## config.mk

```make
export PLATFORM = sky130hd
export DESIGN_NAME = base64_lenient_decoder_top
export DESIGN_NICKNAME = d
export VERILOG_FILES = /design/src/hdl/b64d_pkg.sv /design/src/hdl/b64d_front.sv /design/src/hdl/b64d_queue.sv /design/src/hdl/b64d_back.sv /design/src/hdl/base64_lenient_decoder_top.sv
export SDC_FILE = /design/constraint.sdc
export NUM_CORES = 1
export LEC_CHECK = 0
export BUFFER_PORTS_ARGS = -buffer_cell sky130_fd_sc_hd__buf_2
export CAP_MARGIN = 20
export CORE_ASPECT_RATIO = 1.1
export CORE_MARGIN = 3
export CORE_UTILIZATION = 45
export DETAILED_ROUTE_END_ITERATION = 8
export PLACE_DENSITY = 0.64
export SYNTH_ARGS = -nofsm -noshare
export SYNTH_HDL_FRONTEND = slang
export SYNTH_HIERARCHICAL = 1
export SYNTH_SLANG_ARGS = --single-unit
```

## constraint.sdc

```tcl
create_clock -name clock -period 4.09 [get_ports clock]
set_input_delay 0.818 -clock clock [delete_from_list [all_inputs] [get_ports clock]]
set_output_delay 0.818 -clock clock [all_outputs]
set_load 0.005 [all_outputs]
```

## src/hdl/b64d_pkg.sv

```systemverilog
`default_nettype none
package b64d_pkg;

   // ASCII code of the pad character '='
   localparam logic [7:0] PAD_CODE = 8'h3D;

   // default number of group entries between front and back
   localparam int QUEUE_DEPTH = 4;

   // Code values the lookup maps to
   localparam logic [6:0] VAL_PLUS = 7'd62;
   localparam logic [6:0] VAL_SLASH = 7'd63;
   localparam logic [6:0] VAL_NUL = 7'd64;
   localparam logic [6:0] VAL_UPPER_BASE = 7'd0;
   localparam logic [6:0] VAL_LOWER_BASE = 7'd26;
   localparam logic [6:0] VAL_DIGIT_BASE = 7'd52;

   // Index of the last valid byte in a group entry
   localparam logic [1:0] LAST_IS_B0 = 2'd0;
   localparam logic [1:0] LAST_IS_B1 = 2'd1;

   // One decoded group: bytes packed front to back, so that b1 holds the
   // third byte when the second one is suppressed by a pad.
   typedef struct packed {
      logic [7:0] b0;
      logic [7:0] b1;
      logic [7:0] b2;
      logic [1:0] last_idx;
      logic       fin;
   } grp_type;

   // Character to 7-bit value; '=' and unknown codes give zero, NUL gives 64
   function automatic logic [6:0] sym_value(input logic [7:0] c);
      logic [6:0] v;
      v = 7'd0;
      if (c >= 8'h41 && c <= 8'h5A) begin
         v = VAL_UPPER_BASE + 7'(c - 8'h41);
      end else if (c >= 8'h61 && c <= 8'h7A) begin
         v = VAL_LOWER_BASE + 7'(c - 8'h61);
      end else if (c >= 8'h30 && c <= 8'h39) begin
         v = VAL_DIGIT_BASE + 7'(c - 8'h30);
      end else if (c == 8'h2B) begin
         v = VAL_PLUS;
      end else if (c == 8'h2F) begin
         v = VAL_SLASH;
      end else if (c == 8'h00) begin
         v = VAL_NUL;
      end
      return v;
   endfunction

endpackage
`default_nettype wire

```

## src/hdl/b64d_front.sv

```systemverilog
`default_nettype none
module b64d_front (
   input  wire              clock,
   input  wire              reset,
   input  wire              accept,
   input  wire [7:0]        symbol,
   input  wire              final_symbol,
   output logic             push,
   output b64d_pkg::grp_type grp
);

   logic [1:0] pos_ff, pos_in;
   logic [6:0] held_ff [3];
   logic [6:0] held_in [3];
   logic       third_pad_ff, third_pad_in;

   logic [6:0] val_c;
   logic       is_pad;
   logic [6:0] v0, v1, v2, v3;
   logic       pad2, pad3;
   logic [7:0] byte0, byte1, byte2;
   logic       completes;

   assign val_c     = b64d_pkg::sym_value(symbol);
   assign is_pad    = (symbol == b64d_pkg::PAD_CODE);
   assign completes = (pos_ff == 2'd3) || final_symbol;
   assign push      = accept && completes;

   // fill the group with implied pads where it is short
   always_comb begin
      v0   = (pos_ff == 2'd0) ? val_c : held_ff[0];
      v1   = (pos_ff == 2'd1) ? val_c : ((pos_ff >= 2'd2) ? held_ff[1] : 7'd0);
      v2   = (pos_ff == 2'd2) ? val_c : ((pos_ff == 2'd3) ? held_ff[2] : 7'd0);
      v3   = (pos_ff == 2'd3) ? val_c : 7'd0;
      pad2 = (pos_ff == 2'd3) ? third_pad_ff : ((pos_ff == 2'd2) ? is_pad : 1'b1);
      pad3 = (pos_ff == 2'd3) ? is_pad : 1'b1;
   end

   assign byte0 = {v0[5:0], 2'b00} | {5'b0, v1[6:4]};
   assign byte1 = {v1[3:0], 4'b0000} | {3'b0, v2[6:2]};
   assign byte2 = {v2[1:0], 6'b000000} | {1'b0, v3};

   always_comb begin
      grp.b0       = byte0;
      grp.b1       = pad2 ? byte2 : byte1;
      grp.b2       = byte2;
      grp.last_idx = 2'(!pad2) + 2'(!pad3);
      grp.fin      = final_symbol;
   end

   always_comb begin
      pos_in       = pos_ff;
      third_pad_in = third_pad_ff;
      held_in      = held_ff;
      if (accept) begin
         if (completes) begin
            pos_in       = 2'd0;
            third_pad_in = 1'b0;
         end else begin
            pos_in = pos_ff + 2'd1;
            unique case (pos_ff)
               2'd0: held_in[0] = val_c;
               2'd1: held_in[1] = val_c;
               default: begin
                  held_in[2]   = val_c;
                  third_pad_in = is_pad;
               end
            endcase
         end
      end
   end

   always_ff @(posedge clock) begin
      if (reset) begin
         pos_ff       <= 2'd0;
         third_pad_ff <= 1'b0;
      end else begin
         pos_ff       <= pos_in;
         third_pad_ff <= third_pad_in;
      end
      held_ff <= held_in;
   end

endmodule
`default_nettype wire

```

## src/hdl/b64d_queue.sv

```systemverilog
`default_nettype none
module b64d_queue #(
   parameter int DEPTH = b64d_pkg::QUEUE_DEPTH
) (
   input  wire               clock,
   input  wire               reset,
   input  wire               push,
   input  b64d_pkg::grp_type push_grp,
   output logic              has_space,
   input  wire               pop,
   output logic              not_empty,
   output b64d_pkg::grp_type head_grp
);

   localparam int PW = (DEPTH > 1) ? $clog2(DEPTH) : 1;
   localparam int CW = $clog2(DEPTH + 1);

   b64d_pkg::grp_type mem [DEPTH];
   logic [PW-1:0] wr_ff, wr_in, rd_ff, rd_in;
   logic [CW-1:0] cnt_ff, cnt_in;

   assign has_space = (cnt_ff != CW'(DEPTH));
   assign not_empty = (cnt_ff != '0);
   assign head_grp  = mem[rd_ff];

   always_comb begin
      wr_in  = wr_ff;
      rd_in  = rd_ff;
      cnt_in = cnt_ff;
      if (push) begin
         wr_in = (wr_ff == PW'(DEPTH - 1)) ? '0 : wr_ff + PW'(1);
      end
      if (pop) begin
         rd_in = (rd_ff == PW'(DEPTH - 1)) ? '0 : rd_ff + PW'(1);
      end
      if (push && !pop) begin
         cnt_in = cnt_ff + CW'(1);
      end else if (pop && !push) begin
         cnt_in = cnt_ff - CW'(1);
      end
   end

   always_ff @(posedge clock) begin
      if (reset) begin
         wr_ff  <= '0;
         rd_ff  <= '0;
         cnt_ff <= '0;
      end else begin
         wr_ff  <= wr_in;
         rd_ff  <= rd_in;
         cnt_ff <= cnt_in;
      end
      if (push) begin
         mem[wr_ff] <= push_grp;
      end
   end

   a_no_overflow: assert property (@(posedge clock) disable iff (reset)
      push |-> has_space)
      else $error("group queue written while full");

   a_no_underflow: assert property (@(posedge clock) disable iff (reset)
      pop |-> not_empty)
      else $error("group queue read while empty");

   a_push_lands: assert property (@(posedge clock) disable iff (reset)
      push && !pop |=> not_empty && (cnt_ff == $past(cnt_ff) + CW'(1)))
      else $error("group entry lost on push");

endmodule
`default_nettype wire

```

## src/hdl/b64d_back.sv

```systemverilog
`default_nettype none
module b64d_back (
   input  wire               clock,
   input  wire               reset,
   input  wire               head_valid,
   input  b64d_pkg::grp_type head_grp,
   output logic              pop,
   output logic              rsp_tvalid,
   input  wire               rsp_tready,
   output logic [7:0]        rsp_tdata,
   output logic              rsp_tlast
);

   logic [1:0] idx_ff, idx_in;
   logic       valid_ff, valid_in;
   logic [7:0] data_ff, data_in;
   logic       last_ff, last_in;
   logic       load, at_end;
   logic [7:0] sel_byte;

   assign load   = head_valid && (!valid_ff || rsp_tready);
   assign at_end = (idx_ff == head_grp.last_idx);
   assign pop    = load && at_end;

   always_comb begin
      case (idx_ff)
         b64d_pkg::LAST_IS_B0: sel_byte = head_grp.b0;
         b64d_pkg::LAST_IS_B1: sel_byte = head_grp.b1;
         default:              sel_byte = head_grp.b2;
      endcase
   end

   always_comb begin
      idx_in   = idx_ff;
      valid_in = valid_ff;
      data_in  = data_ff;
      last_in  = last_ff;
      if (!valid_ff || rsp_tready) begin
         valid_in = head_valid;
      end
      if (load) begin
         data_in = sel_byte;
         last_in = head_grp.fin && at_end;
         idx_in  = at_end ? 2'd0 : idx_ff + 2'd1;
      end
   end

   always_ff @(posedge clock) begin
      if (reset) begin
         idx_ff   <= 2'd0;
         valid_ff <= 1'b0;
      end else begin
         idx_ff   <= idx_in;
         valid_ff <= valid_in;
      end
      data_ff <= data_in;
      last_ff <= last_in;
   end

   assign rsp_tvalid = valid_ff;
   assign rsp_tdata  = data_ff;
   assign rsp_tlast  = last_ff;

   a_idx_in_range: assert property (@(posedge clock) disable iff (reset)
      head_valid |-> idx_ff <= head_grp.last_idx)
      else $error("byte index past end of group");

   a_idx_clear_on_pop: assert property (@(posedge clock) disable iff (reset)
      pop |=> idx_ff == 2'd0)
      else $error("byte index not cleared after group");

   a_last_only_on_end: assert property (@(posedge clock) disable iff (reset)
      load && !at_end |=> !rsp_tlast)
      else $error("end of stream flagged inside a group");

endmodule
`default_nettype wire

```

## src/hdl/base64_lenient_decoder_top.sv

```systemverilog
`default_nettype none
// Lenient base64 decoder, one text character per transaction.
//
// req channel: one character per transaction; req_tlast marks the final
//   character of a text. The block completes a short final group with
//   implied pads. Unknown characters and '=' decode as zero, NUL as 64.
// rsp channel: one decoded byte per transaction; rsp_tlast marks the last
//   byte of the whole text.
// Throughput: one character per cycle sustained while rsp_tready is high.
//   The back end sends one byte per cycle, and a group of four characters
//   yields at most three bytes. A completed group is pushed into the group
//   queue; its first byte then passes through the output register to rsp,
//   and the group's further bytes follow one per cycle while rsp_tready
//   is high.
// Stalls: when rsp_tready is low the output register holds; the group queue
//   (QUEUE_DEPTH entries) keeps absorbing finished groups, and req_tready
//   drops only while that queue is full.
// Reset: synchronous, active high; clears the group position, the queue and
//   the output valid. Ready is up in the first cycle after reset.
module base64_lenient_decoder_top #(
   parameter int QUEUE_DEPTH = b64d_pkg::QUEUE_DEPTH
) (
   input  wire        clock,
   input  wire        reset,
   input  wire        req_tvalid,
   output logic       req_tready,
   input  wire [7:0]  req_tdata,   // [7:0] symbol
   input  wire        req_tlast,   // final_symbol
   output logic       rsp_tvalid,
   input  wire        rsp_tready,
   output logic [7:0] rsp_tdata,   // [7:0] data_byte
   output logic       rsp_tlast    // end_of_stream
);

   logic              accept;
   logic              push;
   logic              pop;
   logic              has_space;
   logic              not_empty;
   b64d_pkg::grp_type push_grp;
   b64d_pkg::grp_type head_grp;

   // front end takes characters whenever the queue can hold one more group
   assign req_tready = has_space;
   assign accept     = req_tvalid && req_tready;

   b64d_front u_front (
      .clock        (clock),
      .reset        (reset),
      .accept       (accept),
      .symbol       (req_tdata),
      .final_symbol (req_tlast),
      .push         (push),
      .grp          (push_grp)
   );

   b64d_queue #(
      .DEPTH (QUEUE_DEPTH)
   ) u_queue (
      .clock     (clock),
      .reset     (reset),
      .push      (push),
      .push_grp  (push_grp),
      .has_space (has_space),
      .pop       (pop),
      .not_empty (not_empty),
      .head_grp  (head_grp)
   );

   // back end walks the head group one byte a transaction
   b64d_back u_back (
      .clock      (clock),
      .reset      (reset),
      .head_valid (not_empty),
      .head_grp   (head_grp),
      .pop        (pop),
      .rsp_tvalid (rsp_tvalid),
      .rsp_tready (rsp_tready),
      .rsp_tdata  (rsp_tdata),
      .rsp_tlast  (rsp_tlast)
   );

endmodule
`default_nettype wire

```

==> impl_metrics.env <==
export IMPL_switchingPower_uw=1152
export IMPL_synth_cell_types=69
export IMPL_dp_hpwl_um=9157
export IMPL_startpoint_type="primary input"
export IMPL_fp_dieArea_um2=16730
export IMPL_cp_slowest_stage_delay_ns=0.47
export IMPL_fin_worst_skew_ns=0.01072
export IMPL_p_sw_share_pct=27.20
export IMPL_reg2reg_from="u_front/pos_ff[0]"
export IMPL_rrSetupSlack_ns=1.19
export IMPL_power_density_nw_per_um2=551.7
export IMPL_synth_most_common_cell="edfxtp_1"
export IMPL_initialDrtViolationCount=300
export IMPL_grt_max_degree=28
export IMPL_fmax_mhz=329.6
export IMPL_cap_violations=0
export IMPL_ys_seq_area_share_pct=64.47
export IMPL_syn_area_um2=6847
export IMPL_path_class="in2reg"
export IMPL_portBuffers=23
export IMPL_syn_to_final_growth_pct=12.13
export IMPL_tns_ns=0
export IMPL_setup_ws_ns=1.056
export IMPL_synthTopCellsByCount="137 x edfxtp_1, 33 x nand2_1, 26 x nor2_1"
export IMPL_finalSetupViolations=0
export IMPL_slew_violations=0
export IMPL_power_leakage_uw=0.002749
export IMPL_start_util_pct=46.65
export IMPL_clock_path_buffers=2
export IMPL_hold_violations=0
export IMPL_synth_top_area_share_pct=60.09
export IMPL_cts_root_buf="clkbuf_16"
export IMPL_area_sequential_um2=4415
export IMPL_avgRoutedWirePerCell_um=20.06
export IMPL_grt_pass1_vias=3934
export IMPL_nNetsFinal=511
export IMPL_syn_area_per_cell_um2=15.28
export IMPL_intPower_uw=3083
export IMPL_syn_num_nets=483
export IMPL_synthFlopType="edfxtp_1"
export IMPL_comb_power_share_pct=19.3
export IMPL_relSlewSlack_pct=51.92
export IMPL_fin_area_um2=7677
export IMPL_place_gp_congestion=0.8929
export IMPL_cts_resized_gates=0
export IMPL_min_path_type="reg2reg"
export IMPL_worstMarginPinSlew_ns=0.7212
export IMPL_rsz0062_at_grt="false"
export IMPL_dr_total_vias=3884
export IMPL_synthCells=448
export IMPL_fin_crit_sh_pct=74.17
export IMPL_fillCellCount=1219
export IMPL_clock_sinks=152
export IMPL_htreeDepth=4
export IMPL_rows=46
export IMPL_post_cts_buffers=0
export IMPL_outcome="completed"
export IMPL_antenna_found_initial=0
export IMPL_core_area_um2=14680
export IMPL_grt_usage_pct=17.61
export IMPL_yosysTopAreaCell="edfxtp_1"
export IMPL_hold_buffers=0
export IMPL_ys_top_cells_by_area="edfxtp_1 60%, mux4_2 6.6%, dfxtp_1 4.4%, ha_1 3.8%, mux4_1 2.7%"
export IMPL_numCtsBuffers=17
export IMPL_dr_pass1_iters=5
export IMPL_post_route_cells_drive_above_1_share_pct=20.25
export IMPL_multi_input_area_um2=2191
export IMPL_worst_setup_path_end_kind="register"
export IMPL_arrival_ns=3.18
export IMPL_avgViaCountPerCell=5.703
export IMPL_insertion_delay_ns=0.41
export IMPL_yosys_warnings=6
export IMPL_worstPathCellList="buf_2 -> inv_1 -> ha_1 -> and2b_1 -> o22ai_2 -> a32o_1 -> a41o_1 -> a21o_1 -> a2bb2oi_1"
export IMPL_cp_max_fo=12
export IMPL_async_reset_ff_share_pct=0
export IMPL_overflow=0
export IMPL_power_frac_seq_pct=45.8
export IMPL_cts_tree="yes"
export IMPL_clkPwrFrac_pct=34.9
export IMPL_ioPinCount=24
export IMPL_ant_nets=0
export IMPL_die_x_um=123.6
export IMPL_dpl_cell_area_um2=7108
export IMPL_drc=0
export IMPL_rr_worst_depth=9
export IMPL_rr_endpoint="u_queue/cnt_ff[2]"
export IMPL_holdPathStages=2
export IMPL_die_height_um=135.4
export IMPL_peakVddDrop_mv=0.2941
export IMPL_synth_edff_count=137
export IMPL_worst_path_max_delay_cell="a2bb2oi_1"
export IMPL_hold_start="u_queue/cnt_ff[2]"
export IMPL_clk_pin_slew_ns=0.07
export IMPL_synth_seq_cells=152
export IMPL_dp_slack_ns=0.6949
export IMPL_grt_first_pass_wirelength_um=21830
export IMPL_diodes=0
export IMPL_min_to="u_queue/cnt_ff[2]"
export IMPL_wirelength_um=13660
export IMPL_cp_required_ns=4.23
export IMPL_timing_final_crit_period_ns=3.034
export IMPL_hold_ws_ns=0.5019
area by class of cell:
class | count | share of cell area [%]
Tap cell | 192 | 3.129
Timing Repair Buffer | 31 | 2.282
Clock inverter | 15 | 1.874
Inverter | 23 | 1.125
Multi-Input combinational cell | 251 | 28.54
Sequential cell | 152 | 57.51
Clock buffer | 17 | 5.541
flip-flops by register name (all words and copies together) (netlist names), named ones only:
register,count
u_queue/mem,108
u_front/held_ff,20
u_back/rsp_tdata,8
u_queue/cnt_ff,3
u_back/idx_ff,2
u_front/pos_ff,2
u_queue/rd_ff,2
u_queue/wr_ff,2
u_back/rsp_tlast,1
u_back/rsp_tvalid,1
u_front/third_pad_ff,1
worst max path at each step:
stage | cells after the start | startpoint | slack [ns] | to
floorplan | 10 | req_tdata[3] | 1.06 | u_queue/mem[0][23]
finish | 9 | req_tdata[2] | 1.06 | u_queue/mem[3][17]
detailed placement | 9 | req_tdata[0] | 0.69 | u_queue/mem[0][17]
global route | 9 | req_tdata[2] | 0.89 | u_queue/mem[0][17]
global placement | 10 | req_tdata[2] | 0.79 | u_queue/mem[0][15]
CTS | 9 | req_tdata[0] | 1.12 | u_queue/mem[1][17]
worst max-delay path, delay by kind of cell:
| family | cells | cell delay, ns |
|---|---|---|
| compound gates | 5 | 1.55 |
| fa+ha+maj | 1 | 0.30 |
| buf+inv | 2 | 0.29 |
| simple gates | 1 | 0.20 |
layer usage:
layer | up-vias | GRT usage, % | wire length (um)
met5 | - | 0 | 0
li1 | 1786 | - | -
met2 | 109 | 29.07 | 6999
met4 | 0 | 5.846 | 196
met3 | 14 | 3.342 | 563
met1 | 1975 | 23.48 | 5904
cell usage in the layout (no fill, tap or decap), types with 7 or more instances in the layout:
cell type	instances
a21oi_1	14
a22oi_1	9
and2_1	14
buf_2	23
buf_4	8
clkbuf_16	17
dfxtp_1	14
edfxtp_1	137
ha_1	21
inv_1	21
mux4_1	7
mux4_2	20
nand2_1	33
nor2_1	26
o21ai_0	8
through the flow:
step,std cells,util (%),total power [uW]
after floorplan,448,-,2588
after global placement,649,48.43,2775
after detailed placement,649,48.43,2802
after CTS,681,52.31,4279
after global routing,681,52.31,4432
final,681,52.31,4235
cell families (layout without fill, tap and decap cells):
group,after synthesis,count (layout),synth area share [%]
flops,152,152,64.47
simple gates,118,118,8.900
compound gates,68,68,7.329
buf+inv,45,86,3.527
mux,36,36,10.75
fa+ha+maj,22,22,4.130
xor+xnor,7,7,0.8955
power by group through the flow:
| stage | logic (uW) | clock network [uW] | registers (uW) |
|---|---|---|---|
| 2_1_floorplan | 627 | 0 | 1960 |
| 3_3_place_gp | 810 | 0 | 1960 |
| 3_5_place_dp | 827 | 0 | 1980 |
| 4_1_cts | 835 | 1500 | 1940 |
| 5_1_grt | 904 | 1570 | 1960 |
| 6_report | 818 | 1480 | 1940 |
No activity file was read; power rests on OpenSTA's default activity.
